## src/rtl/itqn_pkg.sv

```systemverilog
`timescale 1ns / 1ps
// ============================================================================
// itqn_pkg
// Shared types, constants and the control store of the interval tree
// query sequencer.
// ============================================================================
package itqn_pkg;

    // timestamp and node width
    localparam int unsigned TS_BITS = 16;
    // results per request, including the closing range
    localparam int unsigned MAX_RESULTS = 34;
    // walk results kept before the closing range
    localparam int unsigned MAX_WALK_RESULTS = MAX_RESULTS - 1;
    localparam int unsigned CNT_BITS = $clog2(MAX_RESULTS);

    typedef enum logic [1:0] {
        KIND_LEFT  = 2'd0,
        KIND_RIGHT = 2'd1,
        KIND_ERROR = 2'd2
    } t_kind;

    // program counter of the sequencer
    typedef enum logic [3:0] {
        PC_IDLE    = 4'd0,
        PC_INIT    = 4'd1,
        PC_FORK    = 4'd2,
        PC_SAVE    = 4'd3,
        PC_LOWER   = 4'd4,
        PC_RESTORE = 4'd5,
        PC_UPPER   = 4'd6,
        PC_CLOSE   = 4'd7,
        PC_ERROR   = 4'd8
    } t_pc;

    typedef enum logic [2:0] {
        COND_BAD,        // request interval is unusable
        COND_ROOT_ZERO,  // empty relation
        COND_WALK_DONE,  // current walk has ended
        COND_LO_OUT,     // lower bound beyond the backbone
        COND_HI_OUT,     // upper bound beyond the backbone
        COND_ALWAYS
    } t_cond;

    typedef enum logic [1:0] {
        WALK_NONE,
        WALK_FORK,
        WALK_LOWER,
        WALK_UPPER
    } t_walk;

    typedef enum logic [1:0] {
        LOAD_NONE,
        LOAD_ROOT,     // node = root, step = root / 2
        LOAD_SAVE,     // keep fork node and its step
        LOAD_RESTORE   // node = fork, step = saved step
    } t_load;

    typedef enum logic [1:0] {
        EMIT_NONE,
        EMIT_WALK,
        EMIT_ERROR,
        EMIT_CLOSE
    } t_emit;

    // one control word: jump to jump_pc when cond holds, else stay or fall through
    typedef struct packed {
        t_pc   jump_pc;
        t_cond cond;
        t_walk walk;
        t_load load;
        t_emit emit;
        logic  wait_in;
        logic  stay;
    } t_uword;

    function automatic t_uword ucode(input t_pc pc);
        t_uword w;
        w = '{jump_pc: PC_IDLE, cond: COND_ALWAYS, walk: WALK_NONE,
              load: LOAD_NONE, emit: EMIT_NONE, wait_in: 1'b0, stay: 1'b0};
        unique case (pc)
            PC_IDLE: begin
                w.wait_in = 1'b1;
                w.cond    = COND_BAD;
                w.jump_pc = PC_ERROR;
            end
            PC_INIT: begin
                w.load    = LOAD_ROOT;
                w.cond    = COND_ROOT_ZERO;
                w.jump_pc = PC_CLOSE;
            end
            PC_FORK: begin
                w.walk    = WALK_FORK;
                w.emit    = EMIT_WALK;
                w.cond    = COND_WALK_DONE;
                w.jump_pc = PC_SAVE;
                w.stay    = 1'b1;
            end
            PC_SAVE: begin
                w.load    = LOAD_SAVE;
                w.cond    = COND_LO_OUT;
                w.jump_pc = PC_RESTORE;
            end
            PC_LOWER: begin
                w.walk    = WALK_LOWER;
                w.emit    = EMIT_WALK;
                w.cond    = COND_WALK_DONE;
                w.jump_pc = PC_RESTORE;
                w.stay    = 1'b1;
            end
            PC_RESTORE: begin
                w.load    = LOAD_RESTORE;
                w.cond    = COND_HI_OUT;
                w.jump_pc = PC_CLOSE;
            end
            PC_UPPER: begin
                w.walk    = WALK_UPPER;
                w.emit    = EMIT_WALK;
                w.cond    = COND_WALK_DONE;
                w.jump_pc = PC_CLOSE;
                w.stay    = 1'b1;
            end
            PC_CLOSE: begin
                w.emit    = EMIT_CLOSE;
                w.cond    = COND_ALWAYS;
                w.jump_pc = PC_IDLE;
            end
            PC_ERROR: begin
                w.emit    = EMIT_ERROR;
                w.cond    = COND_ALWAYS;
                w.jump_pc = PC_IDLE;
            end
            default: begin
                w.cond    = COND_ALWAYS;
                w.jump_pc = PC_IDLE;
            end
        endcase
        return w;
    endfunction

    // highest set bit of a 16-bit root, zero stays zero
    function automatic logic [15:0] top_bit(input logic [15:0] v);
        logic [15:0] f;
        f = v;
        f = f | (f >> 1);
        f = f | (f >> 2);
        f = f | (f >> 4);
        f = f | (f >> 8);
        return f ^ (f >> 1);
    endfunction

endpackage

```

## src/rtl/interval_tree_query_nodes_core.sv

```systemverilog
`timescale 1ns / 1ps
// ============================================================================
// interval_tree_query_nodes_core
// Query list generator for a relational interval tree over a virtual
// backbone, driven by a small microcoded sequencer.
// ============================================================================
// A request carries an interval (lower, upper). The block walks the virtual
// backbone rooted at the configured tree root (its highest set bit is kept
// at the write) and returns the node query list one result per response:
// left-node ranges and right nodes along the root-to-fork path, left ranges
// along the lower walk, right nodes along the upper walk, then the closing
// range lower..upper flagged with last_result. A lower bound of zero or
// lower above upper gives one error result instead. The sequencer takes one
// walk step per cycle through a single add/subtract unit, except while the
// response side holds back a result. One request is worked at a time; the
// request side is ready only when the sequencer is idle. At most 34 results
// come out per request: walk results past 33 are dropped.
// The root is written through the configuration channel, which is always
// ready and must only be used while the block is idle.
// ============================================================================
module interval_tree_query_nodes_core (
    input  logic                           i_clk,
    input  logic                           i_rst_n,
    // configuration
    input  logic                           i_cfg_valid,
    output logic                           o_cfg_ready,
    input  logic [15:0]                    i_tree_root,
    // request
    input  logic                           i_in_valid,
    output logic                           o_in_ready,
    input  logic [itqn_pkg::TS_BITS-1:0]   i_lower_bound,
    input  logic [itqn_pkg::TS_BITS-1:0]   i_upper_bound,
    // response
    output logic                           o_out_valid,
    input  logic                           i_out_ready,
    output logic [1:0]                     o_query_kind,
    output logic [itqn_pkg::TS_BITS-1:0]   o_range_low,
    output logic [itqn_pkg::TS_BITS-1:0]   o_range_high,
    output logic                           o_last_result
);

    localparam int unsigned TW = itqn_pkg::TS_BITS;
    localparam int unsigned CW = itqn_pkg::CNT_BITS;

    // sequencer state
    itqn_pkg::t_pc       r_pc, n_pc;
    itqn_pkg::t_uword    ctl;

    // root of the backbone, already reduced to its top bit
    logic [15:0]         r_root;

    // request interval
    logic [TW-1:0]       r_lo, r_hi;

    // walk datapath
    logic [TW-1:0]       r_node, r_step;
    logic [TW-1:0]       r_fork, r_saved;
    logic [CW-1:0]       r_count;

    // response register
    logic                r_out_valid;
    itqn_pkg::t_kind     r_kind;
    logic [TW-1:0]       r_rlo, r_rhi;
    logic                r_last;

    // walk decode
    logic                w_done, w_right, w_emit, w_cap, w_step0;
    itqn_pkg::t_kind     w_kind;

    // step control
    logic                cond_hit, need_out, out_free, advance;

    // control word of the current step
    assign ctl = itqn_pkg::ucode(r_pc);

    assign o_cfg_ready = 1'b1;
    assign o_in_ready  = ctl.wait_in;

    // ------------------------------------------------------------------
    // walk decode: one comparison set per step, shared by all three walks
    // ------------------------------------------------------------------
    assign w_cap   = (r_count == CW'(itqn_pkg::MAX_WALK_RESULTS));
    assign w_step0 = (r_step == '0);

    always_comb begin
        w_done  = 1'b1;
        w_right = 1'b0;
        w_emit  = 1'b0;
        w_kind  = itqn_pkg::KIND_LEFT;
        unique case (ctl.walk)
            itqn_pkg::WALK_FORK: begin
                // stop at the first node inside the interval or at a leaf
                w_done  = w_step0 || ((r_node >= r_lo) && (r_node <= r_hi));
                w_right = (r_node < r_lo);
                w_emit  = !w_done;
                w_kind  = w_right ? itqn_pkg::KIND_LEFT : itqn_pkg::KIND_RIGHT;
            end
            itqn_pkg::WALK_LOWER: begin
                // nodes passed on the right give left ranges
                w_done  = (r_node == r_lo) || (w_step0 && (r_node > r_lo)) || w_cap;
                w_right = (r_node < r_lo);
                w_emit  = w_right && !w_done;
                w_kind  = itqn_pkg::KIND_LEFT;
            end
            itqn_pkg::WALK_UPPER: begin
                // nodes passed on the left give right nodes
                w_done  = (r_node == r_hi) || (w_step0 && (r_node < r_hi)) || w_cap;
                w_right = !(r_node > r_hi);
                w_emit  = (r_node > r_hi) && !w_done;
                w_kind  = itqn_pkg::KIND_RIGHT;
            end
            default: begin
                w_done  = 1'b1;
                w_right = 1'b0;
                w_emit  = 1'b0;
                w_kind  = itqn_pkg::KIND_LEFT;
            end
        endcase
    end

    // ------------------------------------------------------------------
    // branch condition
    // ------------------------------------------------------------------
    always_comb begin
        unique case (ctl.cond)
            itqn_pkg::COND_BAD:       cond_hit = (i_lower_bound == '0) ||
                                                 (i_lower_bound > i_upper_bound);
            itqn_pkg::COND_ROOT_ZERO: cond_hit = (r_root == '0);
            itqn_pkg::COND_WALK_DONE: cond_hit = w_done;
            // bound at or above twice the root lies outside the backbone
            itqn_pkg::COND_LO_OUT:    cond_hit = ({1'b0, r_lo} >= {r_root, 1'b0});
            itqn_pkg::COND_HI_OUT:    cond_hit = ({1'b0, r_hi} >= {r_root, 1'b0});
            itqn_pkg::COND_ALWAYS:    cond_hit = 1'b1;
            default:                  cond_hit = 1'b1;
        endcase
    end

    // ------------------------------------------------------------------
    // step gating: wait for a request, or for room in the response register
    // ------------------------------------------------------------------
    assign out_free = !r_out_valid || i_out_ready;

    always_comb begin
        unique case (ctl.emit)
            itqn_pkg::EMIT_WALK:  need_out = w_emit;
            itqn_pkg::EMIT_ERROR: need_out = 1'b1;
            itqn_pkg::EMIT_CLOSE: need_out = 1'b1;
            default:              need_out = 1'b0;
        endcase
    end

    assign advance = (!ctl.wait_in || i_in_valid) && (!need_out || out_free);

    // next step
    always_comb begin
        n_pc = r_pc;
        if (advance) begin
            if (cond_hit) begin
                n_pc = ctl.jump_pc;
            end else if (ctl.stay) begin
                n_pc = r_pc;
            end else begin
                n_pc = itqn_pkg::t_pc'(r_pc + 4'd1);
            end
        end
    end

    always_ff @(posedge i_clk) begin
        if (!i_rst_n) begin
            r_pc <= itqn_pkg::PC_IDLE;
        end else begin
            r_pc <= n_pc;
        end
    end

    // configuration register
    always_ff @(posedge i_clk) begin
        if (!i_rst_n) begin
            r_root <= '0;
        end else if (i_cfg_valid) begin
            r_root <= itqn_pkg::top_bit(i_tree_root);
        end
    end

    // ------------------------------------------------------------------
    // datapath: request capture, loads and one walk move per step
    // ------------------------------------------------------------------
    always_ff @(posedge i_clk) begin
        if (ctl.wait_in && i_in_valid) begin
            r_lo <= i_lower_bound;
            r_hi <= i_upper_bound;
        end
        if (advance) begin
            unique case (ctl.load)
                itqn_pkg::LOAD_ROOT: begin
                    r_node <= TW'(r_root);
                    r_step <= TW'(r_root >> 1);
                end
                itqn_pkg::LOAD_SAVE: begin
                    r_fork  <= r_node;
                    r_saved <= r_step;
                end
                itqn_pkg::LOAD_RESTORE: begin
                    r_node <= r_fork;
                    r_step <= r_saved;
                end
                default: begin
                    if (ctl.walk != itqn_pkg::WALK_NONE && !w_done) begin
                        r_node <= w_right ? (r_node + r_step) : (r_node - r_step);
                        r_step <= r_step >> 1;
                    end
                end
            endcase
        end
    end

    // walk results delivered so far for this request
    always_ff @(posedge i_clk) begin
        if (!i_rst_n) begin
            r_count <= '0;
        end else if (ctl.wait_in) begin
            r_count <= '0;
        end else if (advance && ctl.emit == itqn_pkg::EMIT_WALK && w_emit) begin
            r_count <= r_count + CW'(1);
        end
    end

    // ------------------------------------------------------------------
    // response register
    // ------------------------------------------------------------------
    always_ff @(posedge i_clk) begin
        if (!i_rst_n) begin
            r_out_valid <= 1'b0;
        end else if (advance && need_out) begin
            r_out_valid <= 1'b1;
        end else if (i_out_ready) begin
            r_out_valid <= 1'b0;
        end
    end

    always_ff @(posedge i_clk) begin
        if (advance && need_out) begin
            unique case (ctl.emit)
                itqn_pkg::EMIT_ERROR: begin
                    r_kind <= itqn_pkg::KIND_ERROR;
                    r_rlo  <= '0;
                    r_rhi  <= '0;
                    r_last <= 1'b1;
                end
                itqn_pkg::EMIT_CLOSE: begin
                    r_kind <= itqn_pkg::KIND_LEFT;
                    r_rlo  <= r_lo;
                    r_rhi  <= r_hi;
                    r_last <= 1'b1;
                end
                default: begin
                    r_kind <= w_kind;
                    r_rlo  <= r_node;
                    r_rhi  <= r_node;
                    r_last <= 1'b0;
                end
            endcase
        end
    end

    assign o_out_valid   = r_out_valid;
    assign o_query_kind  = r_kind;
    assign o_range_low   = r_rlo;
    assign o_range_high  = r_rhi;
    assign o_last_result = r_last;

endmodule

```

## config.mk

```make
export PLATFORM = sky130hd
export DESIGN_NAME = interval_tree_query_nodes_core
export DESIGN_NICKNAME = d
export VERILOG_FILES = /design/src/rtl/itqn_pkg.sv /design/src/rtl/interval_tree_query_nodes_core.sv
export SDC_FILE = /design/constraint.sdc
export NUM_CORES = 1
export LEC_CHECK = 0
export BUFFER_PORTS_ARGS = -buffer_cell sky130_fd_sc_hd__buf_2
export CORE_UTILIZATION = 35
export CTS_CLUSTER_SIZE = 25
export DETAILED_ROUTE_END_ITERATION = 7
export GPL_TIMING_DRIVEN = 0
export PLACE_DENSITY_LB_ADDON = 0.12
export SLEW_MARGIN = 25
export SYNTH_ARGS = -nofsm -noshare
export SYNTH_HDL_FRONTEND = slang
export SYNTH_SLANG_ARGS = --single-unit
```

## constraint.sdc

```tcl
create_clock -name i_clk -period 8.7 [get_ports i_clk]
set_input_delay 0.87 -clock i_clk [delete_from_list [all_inputs] [get_ports i_clk]]
set_output_delay 0.87 -clock i_clk [all_outputs]
set_load 0.01 [all_outputs]
```

# Word level (Yosys, flattened, before mapping)
# Cells that the tools add are included.
# classes
add_sub_neg	4
n_lt_le_gt_ge	9
eq_ne	25
n_mux	26
bitwise	7
reduce_logical	43
# op_table
operator	count
one-hot mux 16 bit (3 select lines)	2
one-hot mux 16 bit (2 select lines)	2
one-hot mux 7 bit (7 select lines)	1
greater-than comparator 16 bit	3
zero test 16 bit	3
2-to-1 mux 16 bit	3
greater-or-equal comparator 16 x 17 -> 1 bit	2
== test 16 bit	2
less-than comparator 16 bit	2
one-hot mux 2 bit (3 select lines)	3
adder 16 bit	1
== test 4 x 3 -> 1 bit (second input constant)	4
greater-or-equal comparator 16 bit	1
<= comparator 16 bit	1
bitwise OR 16 x 12 -> 16 bit	1
bitwise OR 16 x 14 -> 16 bit	1
bitwise OR 16 x 15 -> 16 bit	1
bitwise OR 16 x 8 -> 16 bit	1
subtractor 16 bit	1
bitwise XOR 16 x 15 -> 16 bit	1
== test 2 bit (second input constant)	6
logical AND 1 bit	11
logical OR 1 bit	9
== test 4 x 2 -> 1 bit (second input constant)	2
26 further kinds	50
# word_totals
reg_bits	158
in_bits	53
output_inout_bits	38
word_cells	128

# Longest topological paths before layout
# logic_depth
ltp_word	13
ltp_mapped	22
mapped_depth_nobuf	22

# Worst setup path before layout
# No wires, ideal clock.
# synth_path
path_type	register to register
startpoint	reg r_node[14]
endpoint	reg r_fork[0] (enable)
setup_ns	0.501
arrival_ns	5.451
required_time_ns	8.199
slack_ns	2.748
path_stages_with_launch	10
path_buffers	0
synth_period_minus_slack_ns	5.952
path_cell_list	edfxtp_1 > ha_1 > a21oi_1 > nand2_1 > a22o_1 > nor4_1 > o32ai_1 > a32oi_4 > a21oi_4 > nor4_1
# synth_via
elab_chain_cells	12
elab_cells_between_ends	27
classes_between	order compare (6); eq/ne (2); mux (2); reduce/logical (17)
# synth_lines
element	line	rtl
start: declaration	interval_tree_query_nodes_core.sv:56	logic [TW-1:0] r_node, r_step;
start signal: assignment	interval_tree_query_nodes_core.sv:196	r_node <= TW'(r_root);
start signal: assignment	interval_tree_query_nodes_core.sv:204	r_node <= r_fork;
start signal: assignment	interval_tree_query_nodes_core.sv:209	r_node <= w_right ? (r_node + r_step) : (r_node - r_step);
less-than comparator 16 bit or greater-than comparator 16 bit (tied branches)	interval_tree_query_nodes_core.sv:107, interval_tree_query_nodes_core.sv:100	
logical AND 1 bit, on equally long branches	interval_tree_query_nodes_core.sv:107, interval_tree_query_nodes_core.sv:100	
logical OR 1 bit, on equally long branches (2 in series)	interval_tree_query_nodes_core.sv:107, interval_tree_query_nodes_core.sv:100	
zero test 1 bit, on equally long branches	interval_tree_query_nodes_core.sv:109, interval_tree_query_nodes_core.sv:102	
logical AND 1 bit, on equally long branches	interval_tree_query_nodes_core.sv:109, interval_tree_query_nodes_core.sv:102	
one-hot mux 1 bit (3 select lines) (*)	interval_tree_query_nodes_core.sv:90	unique case (ctl.walk)
one-hot mux 1 bit (2 select lines) (*)	interval_tree_query_nodes_core.sv:144	unique case (ctl.emit)
zero test 1 bit (*)	interval_tree_query_nodes_core.sv:152	assign advance = (!ctl.wait_in || i_in_valid) && (!need_out || out_free);
logical OR 1 bit (*)	interval_tree_query_nodes_core.sv:152	
logical AND 1 bit (*)	interval_tree_query_nodes_core.sv:152	
AND reduction 2 bit (no line) (*)	--	
end signal: assignment	interval_tree_query_nodes_core.sv:200	r_fork <= r_node;
end: declaration	interval_tree_query_nodes_core.sv:57	logic [TW-1:0] r_fork, r_saved;
# Mark *: on every way between the ends. The rest lies on a longest branch, timed or not.
# A chain may end at the register's enable or synchronous reset.

# Worst setup path after layout
# layout_path
startpoint	reg r_node[13]
endpoint	reg r_node[15], data pin
# layout_via
elab_chain_cells	6
elab_cells_between_ends	9
classes_between	add/sub (2); order compare (2); mux (4); reduce/logical (1)
# layout_lines
element	line	rtl
greater-than comparator 16 bit	interval_tree_query_nodes_core.sv:108	w_right = !(r_node > r_hi);
zero test 1 bit	interval_tree_query_nodes_core.sv:108	
one-hot mux 1 bit (2 select lines)	interval_tree_query_nodes_core.sv:90	
2-to-1 mux 16 bit (*)	interval_tree_query_nodes_core.sv:209	
2-to-1 mux 16 bit (*)	interval_tree_query_nodes_core.sv:208	if (ctl.walk != itqn_pkg::WALK_NONE && !w_done) begin
one-hot mux 16 bit (3 select lines) (*)	interval_tree_query_nodes_core.sv:194	unique case (ctl.load)
# Mark *: on every way between the ends. The rest lies on a longest branch, timed or not. The select of a mux whose other input is x is not followed.

==> run_results.csv <==
group,metric,value,unit
outcome,status,"finished, violations left",
outcome,violations,"DRC",
worst_setup_path,cp.arrival,6.24,ns
synthesis,synth_area_leaders,"edfxtp_1 42%, ha_1 14%, dfxtp_1 5.7%",
clock_tree,htree_num_levels,4,
sta,finalWorstPathRequiredPeriod,6.093,ns
worst_setup_path,critPathCaptureType,"flip-flop",
worst_setup_path,r2r_end,"r_node[15]",
sta,worstMarginPinSlew,0.9851,ns
global_routing,first_global_vias,7113,
sta,fmax,164.1,MHz
clock_tree,cts_hold_buffers,0,
pwr,p_leak,4.506,nW
drt,drt_iter0_drc,573,
clock_tree,root_buffer,"clkbuf_16",
place,place_worst_setup_slack,2.659,ns
floorplan,die_w,166.1,um
pwr,ir_drop,0.1614,mV
synthesis,ys_seq_area_share,47.45,%
global_routing,grt_max_degree,31,
sta,fin_hold_ws,0.5088,ns
worst_setup_path,crit_type,"reg2reg",
layout,final_common_cell,"edfxtp_1",
worst_setup_path,r2r-start,"r_node[13]",
global_routing,antenna_found_initial,0,
flow_run,drv_cap,0,
sta,fin_worst_skew,0.01523,ns
sta,fin_crit_sh,70.03,%
clock_tree,clkSinkCount,158,
clock_tree,cts.reportedPaths.clkPinSlew,0.07,ns
synthesis,ys_ff_latch,158,
clock_tree,worst_skew_pair.late_latency,0.44,ns
drt,drcViolationCount,7,
floorplan,num_io_pins,91,
layout,diodes,0,
layout,layout-drive-gt1-share,14.95,%
worst_setup_path,worst-r2r-cell-count,20,
clock_tree,post-cts-setup-buffer-count,0,
clock_tree,cts_tree,"done",
worst_setup_path,cp_max_fo,10,
layout,final_nets,1157,
synthesis,ys_warn_count,0,
clock_tree,post_cts_resized,0,
sta,rsz0062_at_grt,"false",
drt,via_count,7288,
layout,area.growth.synth_to_final,16.72,%
synthesis,yosysTopAreaCell,"edfxtp_1",
worst_setup_path,reg2reg_slack,2.61,ns
place,place.detailed.hpwl,21680,um
synthesis,synth_top_area_share,41.71,%
drt,first_pass_iters,8,
worst_hold_path,min_path_cells,2,
layout,stdcell_area,0.01101,mm2
floorplan,dieArea,0.02760,mm2
floorplan,die_h,166.1,um
sta,hold_viol,0,
global_routing,grt-ovfl-total,0,
place,dpl_cell_area,0.01045,mm2
synthesis,async_reset_ff_share,0,%
drt,detail_route.wl_per_cell,20.62,um
place,place_congestion,0.8064,
drt,vias_per_cell,5.419,
clock_tree,numCtsBuffers,17,
synthesis,syn-num-nets,1039,
worst_hold_path,hp-start,"r_count[5]",
synthesis,synthFlopType,"edfxtp_1",
sta,slew_headroom,34.08,%
floorplan,rows,59,
sta,finalSetupViolations,0,
synthesis,syn_area_per_cell,10.72,um2
sta,layout_setup_ws,2.607,ns
pwr,powerDensity,333.7,mW/mm2
layout,final_cell_mix,"131 x edfxtp_1, 105 x ha_1, 100 x inv_1, 94 x buf_2, 54 x nand2_1",
global_routing,grt_pass1_wl,42730,um
floorplan,core_area,0.02628,mm2
worst_hold_path,holdPathEnd,"r_count[5]",
worst_setup_path,cp_data_required_time,8.85,ns
drt,totalWireLength,27740,um
drt,antenna_left,0,
synthesis,synth.distinct_cells,65,
synthesis,synthesis.area,0.009430,mm2
clock_tree,cts_max_path_buffers,2,
worst_setup_path,start_kind,"flip-flop",
worst_hold_path,hp-class,"reg2reg",
sta,maxSlewViolCount,0,
global_routing,track_usage,20.62,%
place,place.port_buffers,89,
synthesis,synth_edf_count,131,
layout,final_core_util,41.88,%
floorplan,initial_core_util,35.88,%
synthesis,synth_cells,880,
critical path: stages, from the launching register on:
cell and delay [ns]:
edfxtp_1 0.55, ha_1 0.38, nand4_1 0.20, nor3_1 0.61, o221ai_1 0.39, nand2_1 0.21
or2_2 0.13, a21o_1 0.28, clkbuf_1 0.43, a21o_1 0.24, ha_1 0.23, a21o_1 0.17
a21o_1 0.21, a2111oi_0 0.60, nor3_1 0.18, nor2_1 0.16, a21oi_1 0.13, a211o_1 0.28
a21oi_1 0.17, xnor2_1 0.16, o21ai_0 0.10
flip-flops by register name (all words and copies together) (netlist names), 2 cells and up:
register      count
r_step           16
r_hi             16
r_node           16
r_count           6
r_pc              4
r_saved          16
r_lo             16
o_range_high     16
o_query_kind      2
o_range_low      16
r_fork           16
r_root           16
cell type report:
cell class / count / area, um2
Clock buffer: 18 / 429.2
Multi-Input combinational cell: 597 / 4491
Fill cell: 2575 / 15270
Timing Repair Buffer: 99 / 568.0
Clock inverter: 13 / 130.1
Inverter: 100 / 375.4
Buffer: 25 / 120.1
Tap cell: 335 / 419.2
Sequential cell: 158 / 4474
cells in the mapped netlist (all sizes together) (2+ instances only):
master / count
a2111oi: 3
a211o: 3
a211oi: 4
a21boi: 3
a21o: 12
a21oi: 43
a221o: 4
a222oi: 15
a22o: 29
a22oi: 14
and2: 18
and3: 6
buf: 5
clkbuf: 20
dfxtp: 27
edfxtp: 131
ha: 105
inv: 100
mux2i: 5
nand2: 54
nand2b: 13
nand3: 14
nand3b: 4
nand4: 20
nand4b: 4
nor2: 48
nor2b: 8
nor3: 16
nor3b: 2
nor4: 20
o2111ai: 2
o211ai: 5
o21a: 4
o21ai: 54
o221ai: 2
o22ai: 4
o31ai: 4
o32ai: 2
o41ai: 4
or2: 3
or3: 5
or4: 3
xnor2: 22
xor2: 6
through the flow:
| stage | setup TNS [ns] | power (W) | std cells |
|---|---|---|---|
| global route | 0 | 0.003944 | 1345 |
| floorplan | 0 | 0.002417 | 880 |
| detailed placement | 0 | 0.002938 | 1314 |
| CTS | 0 | 0.003689 | 1345 |
| finish | 0 | 0.003672 | 1345 |
| global placement | -7.006 | 0.002897 | 1304 |
layer usage:
| layer | global-route usage (%) | routed length [um] | vias up |
|---|---|---|---|
| met2 | 31.99 | 12400 | 182 |
| met5 | 0 | 0 | - |
| met1 | 29.55 | 13800 | 3535 |
| met3 | 2.908 | 1094 | 31 |
| li1 | - | - | 3540 |
| met4 | 6.583 | 447 | 0 |
cells by family (layout without fill, tap and decap cells):
kind of cell | Yosys count | in the layout | share of synthesized area [%]
compound gates | 217 | 217 | 16.41
other cells | 1 | 1 | 0.03977
simple gates | 240 | 240 | 13.57
flops | 158 | 158 | 47.45
mux | 5 | 5 | 0.5307
fa+ha+maj | 106 | 106 | 14.14
xor+xnor | 28 | 28 | 2.600
buf+inv | 125 | 255 | 5.254
report_power, final:
group          switching (W)  internal, W  total (W)
logic               0.000934     0.000685    0.00162
registers           0.000197      0.00112    0.00132
clock network       0.000336     0.000399   0.000735
total                0.00147      0.00221    0.00367
worst max-delay path by stage:
stage | from | end
2_1_floorplan | r_node[14] | r_fork[0]
3_3_place_gp | r_node[15] | r_saved[2]
3_5_place_dp | r_node[15] | r_node[15]
4_1_cts | r_node[13] | r_node[15]
5_1_grt | r_node[15] | r_node[15]
6_report | r_node[13] | r_node[15]
(Power assumes the default switching activity.)
